## config.mk

```make
export PLATFORM = sky130hd
export DESIGN_NAME = lssi_ctrl
export DESIGN_NICKNAME = d
export VERILOG_FILES = /design/src/hdl/lssi_pkg.sv /design/src/hdl/lssi_ctrl.sv
export SDC_FILE = /design/constraint.sdc
export NUM_CORES = 1
export LEC_CHECK = 0
export ABC_AREA = 1
export BUFFER_PORTS_ARGS = -buffer_cell sky130_fd_sc_hd__buf_4
export CAP_MARGIN = 10
export CELL_PAD_IN_SITES_DETAIL_PLACEMENT = 1
export CELL_PAD_IN_SITES_GLOBAL_PLACEMENT = 2
export CORE_ASPECT_RATIO = 1.25
export CORE_MARGIN = 4
export CORE_UTILIZATION = 16
export DETAILED_ROUTE_END_ITERATION = 16
export PLACE_DENSITY = 0.87
export SETUP_SLACK_MARGIN = 0.4
export SYNTH_ARGS = -nofsm -noshare
export SYNTH_HDL_FRONTEND = slang
export SYNTH_SLANG_ARGS = --single-unit
export TNS_END_PERCENT = 20
```

## constraint.sdc

```tcl
create_clock -name i_clk -period 1.6 [get_ports i_clk]
set_input_delay 0.08 -clock i_clk [delete_from_list [all_inputs] [get_ports i_clk]]
set_output_delay 0.08 -clock i_clk [all_outputs]
set_load 0.01 [all_outputs]
```

## src/hdl/lssi_pkg.sv

```systemverilog
// Shared types and constants for the sorted-insert LIFO stack.
// Used by the controller, the datapath, the top level and the checker.
`default_nettype none

package lssi_pkg;

    localparam int LSSI_DEPTH = 128;
    localparam logic [7:0] LSSI_CAP_RESET = 8'd128;

    typedef enum logic [1:0] {
        CMD_PUSH   = 2'd0,
        CMD_POP    = 2'd1,
        CMD_PEEK   = 2'd2,
        CMD_INSERT = 2'd3
    } t_cmd;

    typedef enum logic [1:0] {
        ST_OK        = 2'd0,
        ST_OVERFLOW  = 2'd1,
        ST_UNDERFLOW = 2'd2
    } t_status;

    // What goes into the result register
    typedef enum logic [1:0] {
        RES_OK,
        RES_OVF,
        RES_UNF,
        RES_TOP
    } t_res_sel;

    typedef enum logic [1:0] {
        S_IDLE,
        S_TOP,
        S_INS_RD,
        S_INS_CMP
    } t_state;

    typedef struct packed {
        t_cmd               command;
        logic signed [31:0] value;
    } t_in;

    typedef struct packed {
        logic signed [31:0] value_res;
        t_status            status;
        logic [7:0]         count;
    } t_res;

    // Controller to datapath
    typedef struct packed {
        logic     latch;
        logic     push_wr;
        logic     rd_top;
        logic     idx_load;
        logic     rd_idx;
        logic     shift_wr;
        logic     ins_wr;
        logic     pop_dec;
        logic     res_load;
        t_res_sel res_sel;
    } t_dp_ctl;

    // Datapath to controller
    typedef struct packed {
        logic full;
        logic empty;
        logic idx_zero;
        logic greater;
        logic pop;
    } t_dp_stat;

endpackage

`default_nettype wire

```

## src/hdl/lssi_ctrl.sv

```systemverilog
// Controller state machine of the sorted-insert stack.
// Depends on lssi_pkg; drives lssi_dp through t_dp_ctl.
`default_nettype none

module lssi_ctrl
    import lssi_pkg::*;
(
    input  wire logic     i_clk,
    input  wire logic     i_rst_n,
    input  wire logic     i_start,
    input  wire t_cmd     i_command,
    input  wire t_dp_stat i_stat,
    output t_dp_ctl       o_ctl,
    output logic          o_busy
);

    t_state r_state;
    t_state n_state;

    always_ff @(posedge i_clk) begin
        if (!i_rst_n) begin
            r_state <= S_IDLE;
        end else begin
            r_state <= n_state;
        end
    end

    always_comb begin
        n_state = r_state;
        unique case (r_state)
            S_IDLE: begin
                if (i_start) begin
                    unique case (i_command) inside
                        CMD_PUSH: n_state = S_IDLE;
                        CMD_INSERT: begin
                            n_state = i_stat.full ? S_IDLE : S_INS_RD;
                        end
                        CMD_POP, CMD_PEEK: begin
                            n_state = i_stat.empty ? S_IDLE : S_TOP;
                        end
                        default: n_state = S_IDLE;
                    endcase
                end
            end
            S_TOP:     n_state = S_IDLE;
            S_INS_RD:  n_state = i_stat.idx_zero ? S_IDLE : S_INS_CMP;
            S_INS_CMP: n_state = i_stat.greater ? S_INS_RD : S_IDLE;
            default:   n_state = S_IDLE;
        endcase
    end

    always_comb begin
        o_ctl = '0;
        o_ctl.res_sel = RES_OK;
        o_busy = 1'b1;
        unique case (r_state)
            S_IDLE: begin
                o_busy = 1'b0;
                if (i_start) begin
                    o_ctl.latch = 1'b1;
                    unique case (i_command) inside
                        CMD_PUSH, CMD_INSERT: begin
                            if (i_stat.full) begin
                                o_ctl.res_load = 1'b1;
                                o_ctl.res_sel  = RES_OVF;
                            end else if (i_command == CMD_PUSH) begin
                                o_ctl.push_wr  = 1'b1;
                                o_ctl.res_load = 1'b1;
                            end else begin
                                o_ctl.idx_load = 1'b1;
                            end
                        end
                        CMD_POP, CMD_PEEK: begin
                            if (i_stat.empty) begin
                                o_ctl.res_load = 1'b1;
                                o_ctl.res_sel  = RES_UNF;
                            end else begin
                                o_ctl.rd_top = 1'b1;
                            end
                        end
                        default: o_ctl.latch = 1'b1;
                    endcase
                end
            end
            S_TOP: begin
                o_ctl.res_load = 1'b1;
                o_ctl.res_sel  = RES_TOP;
                o_ctl.pop_dec  = i_stat.pop;
            end
            S_INS_RD: begin
                if (i_stat.idx_zero) begin
                    o_ctl.ins_wr   = 1'b1;
                    o_ctl.res_load = 1'b1;
                end else begin
                    o_ctl.rd_idx = 1'b1;
                end
            end
            S_INS_CMP: begin
                // Move the larger entry up one place, or drop the word in here
                if (i_stat.greater) begin
                    o_ctl.shift_wr = 1'b1;
                end else begin
                    o_ctl.ins_wr   = 1'b1;
                    o_ctl.res_load = 1'b1;
                end
            end
            default: o_busy = 1'b1;
        endcase
    end

endmodule

`default_nettype wire

```

## Yosys cells after proc, flatten, opt, wreduce, memory -nomap -nowiden

Index checks and enable logic that the tools add are counted.

| word-level totals | value |
|---|---|
| flip-flop bits (word level) | 2 |
| output and inout bits | 12 |
| logic and storage cells | 45 |

| cells by class | value |
|---|---|
| equality and inequality tests | 7 |
| muxes and demuxes | 33 |
| reductions and logical operators | 4 |

Operators with widths:

| operator | count |
|---|---|
| two-way mux 1 bit | 19 |
| equality test 2 bit, second input constant | 4 |
| two-way mux 2 bit | 4 |
| two-way mux 4 bit | 2 |
| one-hot mux 2 bit (2 select lines) | 2 |
| one-hot mux 2 bit (4 select lines) | 1 |
| two-way mux 3 bit | 2 |
| one-hot mux 3 bit (2 select lines) | 1 |
| equality test 2 x 1 -> 1 bit, second input constant | 2 |
| zero test 2 bit | 2 |
| one-hot mux 1 bit (4 select lines) | 1 |
| OR reduction 2 bit | 2 |
| != test 2 bit, second input constant | 1 |
| one-hot mux 1 bit (2 select lines) | 1 |

## Longest topological paths before layout

Gate-level depths: netlist of run 1.

| logic depth | value |
|---|---|
| depth in word-level cells | 6 |
| mapped depth | 7 |

## Least setup slack after synthesis of run 1

Ideal clock, no wire load.

| timing path | value |
|---|---|
| kind | reg-to-output |
| start point | register r_state[1] |
| end point | output port o_ctl[2] (netlist bit) |
| data arrival time | 825 ps |
| data required time | 1,520 ps |
| setup slack | 695 ps |
| stages on the path, launching flop included | 6 |
| path buffers | 0 |
| path through | dfxtp_1 > nor2_2 > nand2_2 > inv_2 > nand3_1 > nand2_1 |

RTL lines:

| what | line | text |
|---|---|---|
| start, declared | lssi_ctrl.sv:17 | `t_state r_state;` |
| start signal, assigned | lssi_ctrl.sv:24 | `r_state <= n_state;` |
| end, declared | lssi_ctrl.sv:13 | `output t_dp_ctl o_ctl,` |

==> results of run 1 <==
==> cell type report <==
cell class	count	share of cell area, %
multi-input cells	34	39.5
repair buffers	23	33.2
inverters	14	9.88
flip-flops and latches	2	8.94
clock buffers	3	4.24
well taps	18	4.24
==> metrics by stage <==
step / power (mW) / util, % / instances / cell area (um^2)
5_1_grt: 0.300 / 33.6 / 94 / 532
4_1_cts: 0.266 / 30.7 / 93 / 485
6_report: 0.271 / 33.6 / 94 / 532
3_5_place_dp: 0.149 / 28.5 / 89 / 450
3_3_place_gp: 0.147 / 28.5 / 89 / 450
2_1_floorplan: 0.0986 / - / 50 / 270
==> per-layer routing <==
layer,vias up,routed length (um),GRT usage [%]
met1,175,342,8.09
met3,0,58,2.68
met5,-,0,0
met4,0,0,6.03
li1,204,-,-
met2,9,548,15.6
==> critical path, cell delays in order (launching register included) <==
cell and delay [ns]:
dfxtp_4 0.36, inv_1 0.09, nand2_1 0.08, o31ai_2 0.18
buf_4 0.15
==> synth_stat cells <==
cell / n / share of area, %
nand2_1: 7 / 9.7
o21ai_0: 1 / 1.9
nand2_2: 2 / 4.6
o31ai_1: 1 / 2.8
a21oi_1: 1 / 1.9
nor2_2: 1 / 2.3
dfxtp_1: 2 / 15
inv_1: 13 / 18
o21ai_2: 2 / 6.5
nor2_1: 10 / 14
nand3_1: 7 / 13
ha_1: 2 / 9.3
inv_2: 1 / 1.4
==> where the power goes <==
| part | internal [mW] | switching (mW) |
|---|---|---|
| clock | 0.0827 | 0.0275 |
| combinational | 0.0550 | 0.0534 |
| sequential | 0.0494 | 0.00272 |
| total | 0.187 | 0.0837 |
==> path summary, 6_finish.rpt <==
path	startpoint	end	slack, ns	depth (start not counted)
setup / recovery	r_state[1]	o_ctl[0]	0.43	4
hold / removal	i_rst_n	r_state[0]	0.11	3
setup reg to reg	r_state[1]	r_state[1]	0.66	6
hold reg to reg	r_state[1]	r_state[0]	0.61	2
==> repair_timing <==
item,in CTS,in global routing
setup buffers,1,1
gates resized for setup,3,12
endpoints found under the setup margin,7,7
pin swaps,1,4
endpoints found under the hold margin,0,0
==> kinds of logic (layout without fill, tap and decap cells) <==
kind of cell    count (synthesis)  in the layout  share of synthesized area, %
simple gates                   27             27                          43.5
buf+inv                        14             40                          19.4
compound gates                  5              5                          13.0
fa+ha+maj                       2              2                          9.26
flops                           2              2                          14.8
==> flow_summary_export.csv, run 1 <==
group,metric,value,unit
outcome,status,"finished clean",
global_routing,antenna_found_initial,0,
timing,fin_tns_setup,0,ns
timing,clock_skew,0.00365,ns
clocking,cts.clk_slew.worst_paths,0.03,ns
synthesis,netlist_area,270,um^2
synthesis,syn_nets,62,
pwr,power-per-cell-area,509,mW/mm^2
global_routing,grt_overflow,0,
pwr,ir_drop,246,uV
clocking,root_buffer,"clkbuf_4",
layout,multi_input_area,210,um^2
timing,rsz0062_at_grt,"true",
critical_path,arrival,1.09,ns
layout,top_register,"r_state",
synthesis,avgSynthCellArea,5.41,um^2
clocking,holdBufCountCts,0,
floorplanning,ioPinCount,22,
worst_hold_path,hp-class,"in -> reg",
timing,slew-limit-headroom,88.1,%
clocking,cts_buffers,3,
layout,fillCellCount,225,
floorplanning,die_w,44.8,um
routing,num_vias,388,
floorplanning,fp.coreArea,0.00158,mm^2
routing,routedWlPerCell,10.1,um
layout,largestRegisters,"r_state x2",
synthesis,synthCells,50,
critical_path,worst_setup_path_end_kind,"primary output",
global_routing,grt_pass1_wl,1480,um
routing,drt_first_pass_iters,4,
timing,finalCritPeriodShare,73.0,%
timing,tightest_slew,0.178,ns
synthesis,ys_seq_elements,2,
synthesis,yosysSeqAreaShare,14.8,%
synthesis,yosysUniqueCellTypes,13,
critical_path,crit_type,"reg -> out",
global_routing,grt_pass1_vias,393,
timing,setup_viol,0,
placed_design,port_buffers,21,
clocking,cts_buffer_depth,2,
floorplanning,die_area,0.00241,mm^2
routing,vias_per_cell,4.13,
critical_path,required,1.52,ns
placed_design,dp_hpwl,776,um
placed_design,place_congestion,0.648,
layout,nets,90,
layout,n_antenna_cell,0,
timing,hold_ws,0.107,ns
global_routing,grt_max_degree,8,
timing,layout_setup_ws,0.432,ns
timing,fin_crit,1.17,ns
routing,drtAntennaViolNets,0,
flow_run,cap_violations,0,
clocking,cts_sinks,2,
critical_path,crit_fanout,7,
routing,drc_errors,0,
clocking,cts_tree,"done",
floorplanning,start_util,17.1,%
layout,final_common_cell,"buf_4",
placed_design,pre_cts_ws,0.480,ns
routing,wl,948,um
layout,ff_latch_area,47.5,um^2
layout,drive_gt1_share,53.9,%
global_routing,track_usage,8.61,%
floorplanning,die_y,54.0,um
floorplanning,placement_rows,16,
critical_path,cp-start-kind,"flip-flop",
clocking,clk_latency,0.22,ns
timing,slew_violations,0,
synthesis,synth_warnings,0,
timing,hold_violations,0,
clocking,h-tree-depth,1,
layout,largest_reg_flops,2,
timing,max_freq,0.856,GHz
layout,final_cell_mix,"buf_4 (22), inv_1 (12), nor2_1 (8), nand2_1 (6), nand3_1 (5)",
pwr,p_leak,0.312,nW
layout,syn2layout_area_growth,96.8,%
routing,drtIter0Drc,2,
Power figures use the tool's default switching activity.
==> run 2, diff against run 1 <==
--- a/config.mk
+++ b/config.mk
@@ -12,9 +12,9 @@
 export CELL_PAD_IN_SITES_GLOBAL_PLACEMENT = 2
 export CORE_ASPECT_RATIO = 1.25
 export CORE_MARGIN = 4
-export CORE_UTILIZATION = 16
+export CORE_UTILIZATION = 13
 export DETAILED_ROUTE_END_ITERATION = 16
-export PLACE_DENSITY = 0.87
+export PLACE_DENSITY = 0.78
 export SETUP_SLACK_MARGIN = 0.4
 export SYNTH_ARGS = -nofsm -noshare
 export SYNTH_HDL_FRONTEND = slang
==> constraint.sdc (replaced) <==
create_clock -name i_clk -period 1 [get_ports i_clk]
set_input_delay 0.05 -clock i_clk [delete_from_list [all_inputs] [get_ports i_clk]]
set_output_delay 0.05 -clock i_clk [all_outputs]
set_load 0.01 [all_outputs]
==> flow_summary_export.csv, run 2 (synthesis results as in run 1) <==
group,metric,value,unit
critical_path,crit_type,"reg -> out",
placed_design,placedCellCount,92,
clocking,cts_sinks,2,
layout,layoutNonFillerInstCount,97,
critical_path,required,0.95,ns
floorplanning,placement_rows,18,
timing,slew_violations,0,
timing,setup_viol,11,
timing,fin_crit,1.12,ns
timing,finalCritPeriodShare,112,%
layout,nets,91,
outcome,status,"finished with violations",
worst_hold_path,hp-class,"in -> reg",
floorplanning,fp.coreArea,0.00198,mm^2
floorplanning,start_util,13.6,%
clocking,cts_buffers,3,
clocking,cts_buffer_depth,2,
critical_path,r2r_setup_slack,-0.01,ns
layout,n_antenna_cell,0,
timing,layout_setup_ws,-0.121,ns
clocking,cts_tree,"done",
timing,hold_violations,0,
placed_design,pre_cts_ws,-0.0711,ns
critical_path,arrival,1.07,ns
routing,wl,974,um
global_routing,track_usage,7.75,%
flow_run,cap_violations,0,
critical_path,reg2reg_to,"r_state[1]",
routing,num_vias,410,
global_routing,grt_pass1_wl,1690,um
routing,routedWlPerCell,10.0,um
layout,top_register,"r_state",
floorplanning,die_area,0.00288,mm^2
critical_path,crit_fanout,4,
layout,final_common_cell,"buf_4",
global_routing,antenna_found_initial,0,
critical_path,worstReg2RegStart,"r_state[1]",
timing,rsz0062_at_grt,"true",
timing,tightest_slew,0.166,ns
layout,largest_reg_flops,2,
clocking,root_buffer,"clkbuf_4",
routing,vias_per_cell,4.23,
layout,syn2layout_area_growth,108,%
timing,max_freq,0.892,GHz
clocking,h-tree-depth,1,
timing,clock_skew,0.00418,ns
placed_design,port_buffers,21,
global_routing,grt_pass1_vias,421,
timing,slew-limit-headroom,88.9,%
floorplanning,die_y,59.0,um
placed_design,dp_hpwl,839,um
outcome,violations,"setup timing",
critical_path,worst_setup_path_end_kind,"primary output",
routing,drtAntennaViolNets,0,
clocking,holdBufCountCts,0,
critical_path,max_stage_delay,0.36,ns
global_routing,grt_max_degree,8,
pwr,p_leak,0.320,nW
pwr,ir_drop,255,uV
routing,drt_first_pass_iters,2,
clocking,clk_latency,0.23,ns
critical_path,cp_slowest_cell,"dfxtp_4",
critical_path,cp-start-kind,"flip-flop",
critical_path,startpoint,"r_state[0]",
floorplanning,ioPinCount,22,
layout,largestRegisters,"r_state x2",
routing,drtIter0Drc,1,
routing,drc_errors,0,
critical_path,endpoint,"o_ctl[2]",
critical_path,crit_chain,"nor2_4, nand2_4, inv_2, nand3_2, nand2_2, buf_6",
floorplanning,die_w,48.8,um
global_routing,grt_overflow,0,
layout,final_cell_mix,"buf_4 (22), inv_1 (10), nor2_1 (6), nand3_1 (5)",
layout,drive_gt1_share,62.3,%
clocking,cts.clk_slew.worst_paths,0.03,ns
pwr,power-per-cell-area,793,mW/mm^2
placed_design,place_congestion,0.641,
critical_path,r2r_cells,7,
run 2: changes by cell type in the layout (fill, tap and decap cells not counted):
cell / change
inv_2: +1
nand2_1: -2
nor2_1: -2
nand2_2: +2
buf_6: +1
nor2_2: +1
inv_4: +1
inv_1: -2
nor2_4: +1
run 2: worst max-delay path, delay by kind of cell, from the launching register on:
family | cells | cell delay [ns]
buffers and inverters | 2 | 0.15
AND/OR/NAND/NOR | 4 | 0.34
flip-flops | 1 | 0.36
run 2: power by group:
part	internal (mW)	leakage (nW)	switching (mW)	total, mW
Sequential	0.0790	0.0178	0.00565	0.0847
Clock	0.132	0.0138	0.0467	0.179
Combinational	0.0944	0.288	0.0885	0.183
run 2: metal layers:
layer  global-route usage, %  part of all wire, %  vias up
met5                       0                    0        -
li1                        -                    -      207
met3                    2.77                  5.7        2
met2                    13.8                   60        9
met4                    7.31                  2.5        0
met1                    6.62                   31      192
run 2: worst min path at each step:
stage / slack (ns) / depth (start not counted) / startpoint / to
after floorplan: 0.16 / 1 / i_stat[1] / o_ctl[4]
after global placement: 0.31 / 3 / i_rst_n / r_state[0]
after detailed placement: 0.31 / 3 / i_rst_n / r_state[0]
after CTS: 0.07 / 3 / i_rst_n / r_state[0]
after global routing: 0.1 / 3 / i_rst_n / r_state[1]
final: 0.08 / 3 / i_rst_n / r_state[1]
run 2: cell type report:
type	instances	area (um^2)
Clock buffer	3	22.5
Fill cell	265	1420
Inverter	14	55.1
Multi-Input combinational cell	34	225
Sequential cell	2	47.5
Tap cell	20	25.0
Timing Repair Buffer	24	188
run 2: timing repair:
item | CTS | global route
endpoints found under the setup margin | 14 | 14
setup buffers | 1 | 1
resized for setup | 9 | 2
pin swaps | 6 | 4
run 2: through the flow:
step / power, mW / hold slack [ns] / setup TNS, ns / utilization, % / instance area [um^2]
after floorplan: 0.166 / 0.156 / 0 / - / 303
after global placement: 0.250 / 0.305 / -0.104 / 24.9 / 493
after detailed placement: 0.252 / 0.309 / -0.0963 / 24.9 / 493
after CTS: 0.452 / 0.0728 / -0.829 / 27.7 / 548
after global routing: 0.476 / 0.0951 / -1.48 / 28.4 / 563
final: 0.447 / 0.0753 / -0.679 / 28.4 / 563
